--- config.mk ---
export PLATFORM = sky130hd
export DESIGN_NAME = ats_posmod
export DESIGN_NICKNAME = d
export VERILOG_FILES = /design/src/hw/rtl/ats_pkg.sv /design/src/hw/rtl/ats_posmod.sv
export SDC_FILE = /design/constraint.sdc
export NUM_CORES = 1
export LEC_CHECK = 0
export BUFFER_PORTS_ARGS = -buffer_cell sky130_fd_sc_hd__buf_2
export CORE_AREA = 2 2 98 100
export DETAILED_ROUTE_END_ITERATION = 12
export DIE_AREA = 0 0 100 102
export SYNTH_ARGS = -nofsm -noshare
export SYNTH_HDL_FRONTEND = slang
export SYNTH_SLANG_ARGS = --single-unit
--- constraint.sdc ---
create_clock -name clk -period 24.7 [get_ports clk]
set_clock_uncertainty 0.1 [all_clocks]
set_input_delay 4.94 -clock clk [delete_from_list [all_inputs] [get_ports clk]]
set_output_delay 4.94 -clock clk [all_outputs]
set_load 0.02 [all_outputs]
--- src/hw/rtl/ats_pkg.sv ---
// ats_pkg: shared types and constants for the annealing tour swap engine.
// No dependencies; imported by ats_posmod and anneal_tour_swap_engine.
package ats_pkg;

	localparam int IN_W   = 8;   // width of city, position and tour slot fields
	localparam int CFG_W  = 9;   // city count register width
	localparam int COST_W = 32;
	localparam int THR_W  = 26;
	localparam int CHG_W  = 27;
	localparam int XW     = 40;  // wide signed width for change and candidate math

	localparam logic signed [XW-1:0] CHG_MAX = XW'(67108863);
	localparam logic signed [XW-1:0] CHG_MIN = -XW'(67108864);
	localparam logic signed [XW-1:0] COST_MAX_X = XW'(64'hFFFF_FFFF);

	typedef enum logic [1:0] {
		OP_LOAD_DIST = 2'd0,
		OP_LOAD_TOUR = 2'd1,
		OP_SET_COST  = 2'd2,
		OP_PROPOSE   = 2'd3
	} op_t;

endpackage

--- src/hw/rtl/ats_posmod.sv ---
// ats_posmod: reduces two swap positions modulo the city count.
// Restoring remainder, half the quotient bits per cycle. Depends on ats_pkg.
module ats_posmod import ats_pkg::*; #(
	parameter int CW = 8,
	parameter int NW = 9
) (
	input  logic            clk,
	input  logic            arst_n,
	input  logic            start,
	input  logic [IN_W-1:0] pos_a,
	input  logic [IN_W-1:0] pos_b,
	input  logic [NW-1:0]   city_n,
	output logic            done,
	output logic [CW-1:0]   red_a,
	output logic [CW-1:0]   red_b
);

	localparam int HALF = IN_W / 2;
	localparam int LW   = IN_W + NW;

	logic [IN_W-1:0] ra_q, rb_q;
	logic            busy_q, hi_q, done_q;

	function automatic logic [IN_W-1:0] rem_steps(input logic [IN_W-1:0] r_in,
		input logic [NW-1:0] n, input logic hi);
		logic [IN_W-1:0] r;
		logic [LW-1:0]   s;
		int              k;
		r = r_in;
		for (int i = 0; i < HALF; i++) begin
			k = hi ? (IN_W - 1 - i) : (HALF - 1 - i);
			s = LW'(n) << k;
			if (LW'(r) >= s) begin
				r = IN_W'(LW'(r) - s);
			end
		end
		return r;
	endfunction

	always_ff @(posedge clk or negedge arst_n) begin
		if (!arst_n) begin
			busy_q <= 1'b0;
			hi_q   <= 1'b0;
			done_q <= 1'b0;
		end else begin
			done_q <= busy_q && !hi_q;
			if (start) begin
				busy_q <= 1'b1;
				hi_q   <= 1'b1;
			end else if (busy_q) begin
				hi_q   <= 1'b0;
				busy_q <= hi_q;
			end
		end
	end

	always_ff @(posedge clk) begin
		if (start) begin
			ra_q <= pos_a;
			rb_q <= pos_b;
		end else if (busy_q) begin
			ra_q <= rem_steps(ra_q, city_n, hi_q);
			rb_q <= rem_steps(rb_q, city_n, hi_q);
		end
	end

	assign done  = done_q;
	assign red_a = CW'(ra_q);
	assign red_b = CW'(rb_q);

endmodule
### Word-level counts from Yosys, hierarchy flattened

Index checks and enable logic that the tools add are counted.
W data, S select, Z words.

| storage, ports and cells | value |
|---|---|
| register bits | 19 |

| cells by class | value |
|---|---|
| $lt $le $gt $ge | 8 |
| shifts and indexed selects | 4 |
| reductions and logical operators | 3 |
| multiplexer cells | 32 |
| add/sub/neg operators | 8 |

Operator list:

| kind | number |
|---|---|
| $mux W8 | 24 |
| $ge A8 B17 Y1 | 8 |
| $shl A9 B3 Y17 | 4 |
| $sub A8 B8 Y8 | 8 |
| $mux W3 | 4 |
| $mux W1 | 4 |
| $reduce_bool A2 Y1 | 1 |
| $logic_and A1 B1 Y1 | 1 |
| $logic_not A1 Y1 | 1 |

### Depth between registers and ports, before layout

Gate-level depths: netlist of the first run.

| depth | value |
|---|---|
| word-level depth | 18 |
| depth in mapped cells | 30 |
| mapped depth without buffers | 27 |

### Worst setup path before layout of the first run

No wires, ideal clock.

| path | value |
|---|---|
| path kind | input-to-reg |
| start point | input port city_n[1] |
| end point | register ra_q[1], in the netlist red_a[1], data pin |
| buffers on the path | 2 |
| stages on the path | 27 |
| setup time | 0.266 ns |
| path slack | 12.648 ns |
| arrival time | 11.686 ns |
| required time | 24.334 ns |
| path through | nand2b_1 ha_1 or3_1 o221a_2 o211ai_1 mux2i_1 ha_1 or4bb_1 o21bai_1 o31a_1 mux2_2 ha_1 nor2_1 a211oi_1 a21o_1 a41o_1 clkbuf_1 mux2i_1 ha_1 nor2b_1 o2111ai_1 o21ai_0 o41ai_1 a21o_1 clkbuf_1 mux2i_1 o21ai_1 |

| between the ends | value |
|---|---|
| word-level cells in the longest chain between the ends | 17 |
| elaborated cells on any way between the ends | 24 |
| those cells by class | add/sub: 4; order compare: 4; shift: 4; mux: 12 |

Ends and longest elaborated chain:

| what | RTL line | text |
|---|---|---|
| from (decl) | ats_posmod.sv:12 | `input logic [NW-1:0] city_n,` |
| $shl A9 B3 Y17 | ats_posmod.sv:32 | `s = LW'(n) << k;` |
| $ge A8 B17 Y1 / $sub A8 B8 Y8 (equally long branches) | ats_posmod.sv:33, ats_posmod.sv:34 |  |
| $mux W8 | ats_posmod.sv:33 | `if (LW'(r) >= s) begin` |
| $mux W8 | ats_posmod.sv:61 | `end else if (busy_q) begin` |
| $mux W8 | ats_posmod.sv:58 | `if (start) begin` |
| $ge A8 B17 Y1 / $sub A8 B8 Y8 (equally long branches) | ats_posmod.sv:33, ats_posmod.sv:34 |  |
| $mux W8 | ats_posmod.sv:33 |  |
| $mux W8 | ats_posmod.sv:61 |  |
| $mux W8 | ats_posmod.sv:58 |  |
| $ge A8 B17 Y1 / $sub A8 B8 Y8 (equally long branches) | ats_posmod.sv:33, ats_posmod.sv:34 |  |
| $mux W8 | ats_posmod.sv:33 |  |
| $mux W8 | ats_posmod.sv:61 |  |
| $mux W8 | ats_posmod.sv:58 |  |
| $ge A8 B17 Y1 / $sub A8 B8 Y8 (equally long branches) | ats_posmod.sv:33, ats_posmod.sv:34 |  |
| $mux W8 * | ats_posmod.sv:33 |  |
| $mux W8 * | ats_posmod.sv:61 |  |
| $mux W8 * | ats_posmod.sv:58 |  |
| to (signal assigned) | ats_posmod.sv:59 | `ra_q <= pos_a;` |
| to (signal assigned) | ats_posmod.sv:62 | `ra_q <= rem_steps(ra_q, city_n, hi_q);` |
| to (decl) | ats_posmod.sv:21 | `logic [IN_W-1:0] ra_q, rb_q;` |

Every way passes the cells marked *; elsewhere a longest branch is shown, timed or not. The select of a mux whose other input is x is not followed.
A chain may end at the register's enable or synchronous reset.

### Final worst setup path of the first run

| path | value |
|---|---|
| start point | input port city_n[1] |
| end point | register rb_q[5], in the netlist red_b[5], data pin |

| between the ends | value |
|---|---|
| word-level cells in the longest chain between the ends | 17 |
| elaborated cells on any way between the ends | 24 |
| those cells by class | add/sub: 4; order compare: 4; shift: 4; mux: 12 |

Ends and longest elaborated chain:

| what | RTL line | text |
|---|---|---|
| $shl A9 B3 Y17 | ats_posmod.sv:32 |  |
| $ge A8 B17 Y1 / $sub A8 B8 Y8 (equally long branches) | ats_posmod.sv:33, ats_posmod.sv:34 |  |
| $mux W8 | ats_posmod.sv:33 |  |
| $mux W8 | ats_posmod.sv:61 |  |
| $mux W8 | ats_posmod.sv:58 |  |
| $ge A8 B17 Y1 / $sub A8 B8 Y8 (equally long branches) | ats_posmod.sv:33, ats_posmod.sv:34 |  |
| $mux W8 | ats_posmod.sv:33 |  |
| $mux W8 | ats_posmod.sv:61 |  |
| $mux W8 | ats_posmod.sv:58 |  |
| $ge A8 B17 Y1 / $sub A8 B8 Y8 (equally long branches) | ats_posmod.sv:33, ats_posmod.sv:34 |  |
| $mux W8 | ats_posmod.sv:33 |  |
| $mux W8 | ats_posmod.sv:61 |  |
| $mux W8 | ats_posmod.sv:58 |  |
| $ge A8 B17 Y1 / $sub A8 B8 Y8 (equally long branches) | ats_posmod.sv:33, ats_posmod.sv:34 |  |
| $mux W8 * | ats_posmod.sv:33 |  |
| $mux W8 * | ats_posmod.sv:61 |  |
| $mux W8 * | ats_posmod.sv:58 |  |
| to (signal assigned) | ats_posmod.sv:60 | `rb_q <= pos_b;` |
| to (signal assigned) | ats_posmod.sv:63 | `rb_q <= rem_steps(rb_q, city_n, hi_q);` |
| to (decl) | ats_posmod.sv:21 |  |

Marked as above.

==> results of run 1 <==
stage by stage:
| step | hold slack [ns] | utilization [%] | setup slack (ns) |
|---|---|---|---|
| after floorplan | 0.347 | - | 12.65 |
| after global placement | 0.360 | 42.6 | 11.46 |
| after detailed placement | 0.380 | 42.6 | 11.43 |
| after CTS | 0.402 | 43.1 | 11.70 |
| after global routing | 0.433 | 43.1 | 11.09 |
| final | 0.392 | 43.1 | 11.66 |
Yosys cell counts, types with 3 or more instances:
| library cell | instances |
|---|---|
| or2_1 | 3 |
| ha_1 | 54 |
| mux2i_1 | 23 |
| o221a_1 | 3 |
| edfxtp_1 | 16 |
| o31ai_1 | 3 |
| o211ai_1 | 4 |
| o31a_1 | 3 |
| and4_1 | 4 |
| and2_1 | 4 |
| nand4_1 | 4 |
| dfrtp_1 | 3 |
| nor2_1 | 24 |
| mux2_2 | 12 |
| nor2b_1 | 10 |
| or3_1 | 3 |
| a21o_1 | 9 |
| o21bai_1 | 4 |
| o2111ai_1 | 4 |
| o21ai_0 | 14 |
| nand2_1 | 26 |
| xnor2_1 | 18 |
| a221oi_1 | 4 |
| inv_1 | 32 |
| clkbuf_1 | 6 |
| nand3_1 | 5 |
| o21a_1 | 6 |
| a211oi_1 | 3 |
| nand2b_1 | 10 |
| o21ai_1 | 9 |
| xor2_1 | 14 |
| nor3_1 | 16 |
| a21oi_1 | 26 |
tightest hold or removal path, cell delays in order, from the launching register on:
cell and delay, ns:
dfrtp_1 0.35, nand2_1 0.05, nand2_1 0.06
registers in the layout, indices dropped and copies added, names as in the netlist:
signal,cells
busy_q,1
done,1
hi_q,1
red_a,8
red_b,8
worst max path at each step:
stage / start / endpoint / slack, ns / depth (start not counted)
after floorplan: city_n[1] / red_a[1]$_DFFE_PP_ / 12.65 / 27
after global placement: city_n[1] / red_b[5]$_DFFE_PP_ / 11.46 / 26
after detailed placement: city_n[1] / red_b[5]$_DFFE_PP_ / 11.43 / 26
after CTS: city_n[1] / red_b[5]$_DFFE_PP_ / 11.70 / 26
after global routing: city_n[1] / red_b[5]$_DFFE_PP_ / 11.09 / 26
final: city_n[1] / red_b[5]$_DFFE_PP_ / 11.66 / 26
cell type report:
class	count	share of cell area, %
Multi-Input combinational cell	357	72.0
Sequential cell	19	14.1
Timing Repair Buffer	46	5.99
Tap cell	111	3.54
Inverter	33	3.15
Clock buffer	3	1.05
Clock inverter	1	0.127
where the power goes:
group / internal (mW) / switching [mW]
clock network: 0.0113 / 0.0134
registers: 0.0433 / 0.00724
logic: 0.104 / 0.134
total: 0.159 / 0.155
kinds of logic after synthesis:
family,after synthesis
simple gates,117
buf+inv,42
flops,19
compound gates,114
mux,38
fa+ha+maj,56
xor+xnor,32
per-layer routing:
metal	up-vias	track usage [%]	routed length [um]
met3	7	1.30	411
li1	1655	-	-
met1	1561	26.2	4520
met2	62	35.6	4820
met5	-	0	0
met4	0	4.74	101
==> flow_metrics.tcl, run 1 <==
set metrics [dict create \
    status "complete, no violations" \
    detail_route.vias_per_cell 5.76 \
    cp.arrival_ns 12.97 \
    first_iter_violations 135 \
    wl_mm 9.85 \
    wl_per_cell_um 17.3 \
    r2r-end "red_b[5]$_DFFE_PP_" \
    p_leak_nw 1.76 \
    tightest_slew_ns 1.01 \
    r2r_slack_ns 15.69 \
    portBuffers 44 \
    grt_pass1_vias 3236 \
    die_h_um 102 \
    worstPathMaxFanout 11 \
    initial_core_util_pct 38.9 \
    drc 0 \
    hpwlAfterDp_mm 8.01 \
    rows 35 \
    crit_family "compound AO/OA/AOI/OAI gates" \
    die-area_um2 10200 \
    die_w_um 100 \
    cp-end-kind "register" \
    powerDensity_nw_per_um2 79.8 \
    clock_sinks 19 \
    numCtsBuffers 3 \
    vdd_drop_max_mv 0.0333 \
    cts_hold_buf 0 \
    finalCritPeriodShare_pct 52.8 \
    worstSkewPairLatency_ns 0.27 \
    cp_slowest_cell "or4b_2" \
    ys_seq_elements 19 \
    synth_area_leaders "ha_1 19%, edfxtp_1 14%, mux2i_1 6.5%" \
    yosys_warnings 0 \
    fmax_mhz 76.7 \
    multi_input_area_um2 2830 \
    postSynthCellCount 418 \
    layout.nets 544 \
    synth_nets 502 \
    hold_class "reg -> reg" \
    final_area_um2 3930 \
    cts_setup_buffers 0 \
    synth_top_area_share_pct 19.1 \
    grt_pass1_wl_mm 16.0 \
    worstPathRequired_ns 24.63 \
    holdPathEnd "busy_q$_DFF_PN0_" \
    synth_fa_ha_area_share_pct 20.2 \
    drive_gt1_share_pct 15.9 \
    cts_tree "yes" \
    maxCapViolCount 0 \
    overflow 0 \
    synth_top_cell_by_area "ha_1" \
    gp_congestion 0.910 \
    drv_slew 0 \
    path_buf_inv 2 \
    holdPathStages 2 \
    final_cell_count_no_fill 570 \
    setup_viol 0 \
    syn_area_per_cell_um2 8.48 \
    core_um2 9110 \
    area_delta_synth_final_pct 10.8 \
    cts_root_buf "clkbuf_8" \
    synth-xor-area-share_pct 7.91 \
    cts_buffer_depth 2 \
    n_fill_cell 943 \
    regArea_um2 556 \
    critical_path_class "in -> reg" \
    period_needed_ns 13.04 \
    synth.distinct_cells 63 \
    slowest_delay_ns 0.80 \
    cts_resized 0 \
    ys.flop_type "edfxtp_1" \
    post_dp_cell_area_um2 3880 \
    yosys-mux-area-fraction_pct 11.5 \
    finalSetupTns_ns 0 \
    clkSlewWorstSetupHoldPaths_ns 0.09 \
    synth_compound_area_share_pct 23.0 \
    seq_area_frac_synth_pct 15.7 \
    r2r_cells 25 \
    ant_nets 0 \
    grt_usage_pct 19.8 \
    hold_viol 0 \
    final_cell_mix "54 x ha_1, 44 x buf_2, 32 x inv_1" \
    regToRegStartpoint "hi_q$_DFFE_PN0P_" \
    via_count 3285 \
    slew_headroom_pct 32.9 \
    synth_top_family_by_area "compound AO/OA/AOI/OAI gates" \
    dp_cells 566 \
    grt_max_degree 32 \
    rsz0062_at_grt "no" \
    yosys.area_share.simple_pct 17.1 \
    io_pins 45 \
    startpoint_type "input pin" \
    hold_path_startpoint "busy_q$_DFF_PN0_" \
    firstDrtPassIters 4 \
    final_common_cell "ha_1" \
    p_total_mw 0.314 \
    syn-cell-area_um2 3540 \
    cts_max_level 1 \
    synth_edf_count 16 \
    antenna_found_initial 0 \
    num_antenna_cells 0 \
    async_flop_share_pct 15.8 \
]
Note: power is estimated with default switching activity, not from simulation.
==> run 2: changes to the inputs <==
Clock period 24.7 ns to 13.5 ns, I/O delays scaled along.
==> flow_metrics.tcl, run 2 (same netlist as run 1, synthesis figures left out) <==
set metrics [dict create \
    status "complete, no violations" \
    cts_tree "yes" \
    overflow 0 \
    io_pins 45 \
    cts_max_level 1 \
    period_needed_ns 10.76 \
    worstPathRequired_ns 13.41 \
    worstPathMaxFanout 11 \
    setup_viol 0 \
    clock_sinks 19 \
    final_common_cell "ha_1" \
    final_cell_mix "54 x ha_1, 44 x buf_2, 32 x inv_1" \
    firstDrtPassIters 4 \
    grt_usage_pct 19.0 \
    cts_root_buf "clkbuf_8" \
    drc 0 \
    ant_nets 0 \
    detail_route.vias_per_cell 5.68 \
    cp.arrival_ns 10.68 \
    die_h_um 102 \
    wl_mm 9.59 \
    hold_class "reg -> reg" \
    dp_slack_ns 2.46 \
    antenna_found_initial 0 \
    clkSlewWorstSetupHoldPaths_ns 0.09 \
    via_count 3240 \
    gp_congestion 0.896 \
    layout.nets 544 \
    cts_hold_buf 0 \
    num_antenna_cells 0 \
    maxCapViolCount 0 \
    die_w_um 100 \
    core_um2 9110 \
    numCtsBuffers 3 \
    hold_viol 0 \
    grt_pass1_wl_mm 15.6 \
    first_iter_violations 154 \
    p_leak_nw 1.76 \
    initial_core_util_pct 38.9 \
    portBuffers 44 \
    grt_pass1_vias 3197 \
    cp-end-kind "register" \
    area_delta_synth_final_pct 10.8 \
    cts_resized 0 \
    cts_buffer_depth 2 \
    rsz0062_at_grt "no" \
    cts_setup_buffers 0 \
    vdd_drop_max_mv 0.0651 \
    drv_slew 0 \
    hpwlAfterDp_mm 7.81 \
    slew_headroom_pct 38.0 \
    finalSetupTns_ns 0 \
    critical_path_class "in -> reg" \
    powerDensity_nw_per_um2 145 \
    drive_gt1_share_pct 15.9 \
    startpoint_type "input pin" \
    worstSkewPairLatency_ns 0.26 \
    finalCritPeriodShare_pct 79.7 \
    die-area_um2 10200 \
    fmax_mhz 92.9 \
    grt_max_degree 32 \
    tightest_slew_ns 0.931 \
    rows 35 \
    layout_setup_ws_ns 2.74 \
    wl_per_cell_um 16.8 \
]
[run 2: cell counts in the layout (fill, tap and decap cells not counted)]
No cell type changed its count.
[run 2: worst max-delay path: stages]
cell and delay, ns:
buf_2 0.09, nand2b_1 0.36, ha_1 0.50, o21ai_1 0.12, a2111oi_1 0.66, o211ai_4 0.18
mux2_2 0.33, ha_1 0.38, o211a_1 0.20, o2111ai_1 0.13, a31oi_1 0.56, mux2i_1 0.37
ha_1 0.32, o21a_1 0.13, o21ai_0 0.24, a21oi_1 0.13, a21oi_1 0.55, inv_2 0.14
mux2_2 0.32, ha_1 0.35, o21ai_0 0.11, a21o_1 0.19, a21oi_1 0.21, o221ai_1 0.46
or4b_2 0.78, o221a_1 0.15
[run 2: worst paths after layout]
kind | startpoint | endpoint | slack (ns) | cells after the start
min in group asynchronous | arst_n | busy_q$_DFF_PN0_ | 2.10 | 1
max in group asynchronous | arst_n | done$_DFF_PN0_ | 11.09 | 1
setup / recovery | city_n[1] | red_b[5]$_DFFE_PP_ | 2.74 | 26
hold / removal | busy_q$_DFF_PN0_ | busy_q$_DFF_PN0_ | 0.39 | 2
hold reg to reg | busy_q$_DFF_PN0_ | busy_q$_DFF_PN0_ | 0.39 | 2
setup reg to reg | hi_q$_DFFE_PN0P_ | red_b[5]$_DFFE_PP_ | 4.52 | 25
[run 2: layer usage]
layer	GRT usage [%]	wire length (um)	vias to the layer above
met4	3.16	58	0
met2	33.5	4580	70
li1	-	-	1652
met3	0.889	353	4
met1	26.3	4590	1514
met5	0	0	-
[run 2: through the flow]
stage / power (mW) / hold WS (ns) / area (um2) / utilization (%) / cells
after floorplan: 0.430 / 0.347 / 3540 / - / 418
after global placement: 0.516 / 0.360 / 3880 / 42.6 / 566
after detailed placement: 0.522 / 0.364 / 3880 / 42.6 / 566
after CTS: 0.567 / 0.386 / 3930 / 43.1 / 570
after global routing: 0.623 / 0.395 / 3930 / 43.1 / 570
final: 0.569 / 0.388 / 3930 / 43.1 / 570
[run 2: cell type report]
class                           instances  area [um2]
Clock buffer                            3        41.3
Inverter                               33         124
Timing Repair Buffer                   46         235
Fill cell                             945        5180
Sequential cell                        19         556
Multi-Input combinational cell        357        2830
Clock inverter                          1        5.00
Tap cell                              111         139
[run 2: power by group]
group	total, mW	internal (mW)	leakage (nW)	switching [mW]
sequential	0.0924	0.0791	0.199	0.0133
clock	0.0439	0.0206	0.0255	0.0233
combinational	0.433	0.190	1.53	0.243
total	0.569	0.290	1.76	0.279
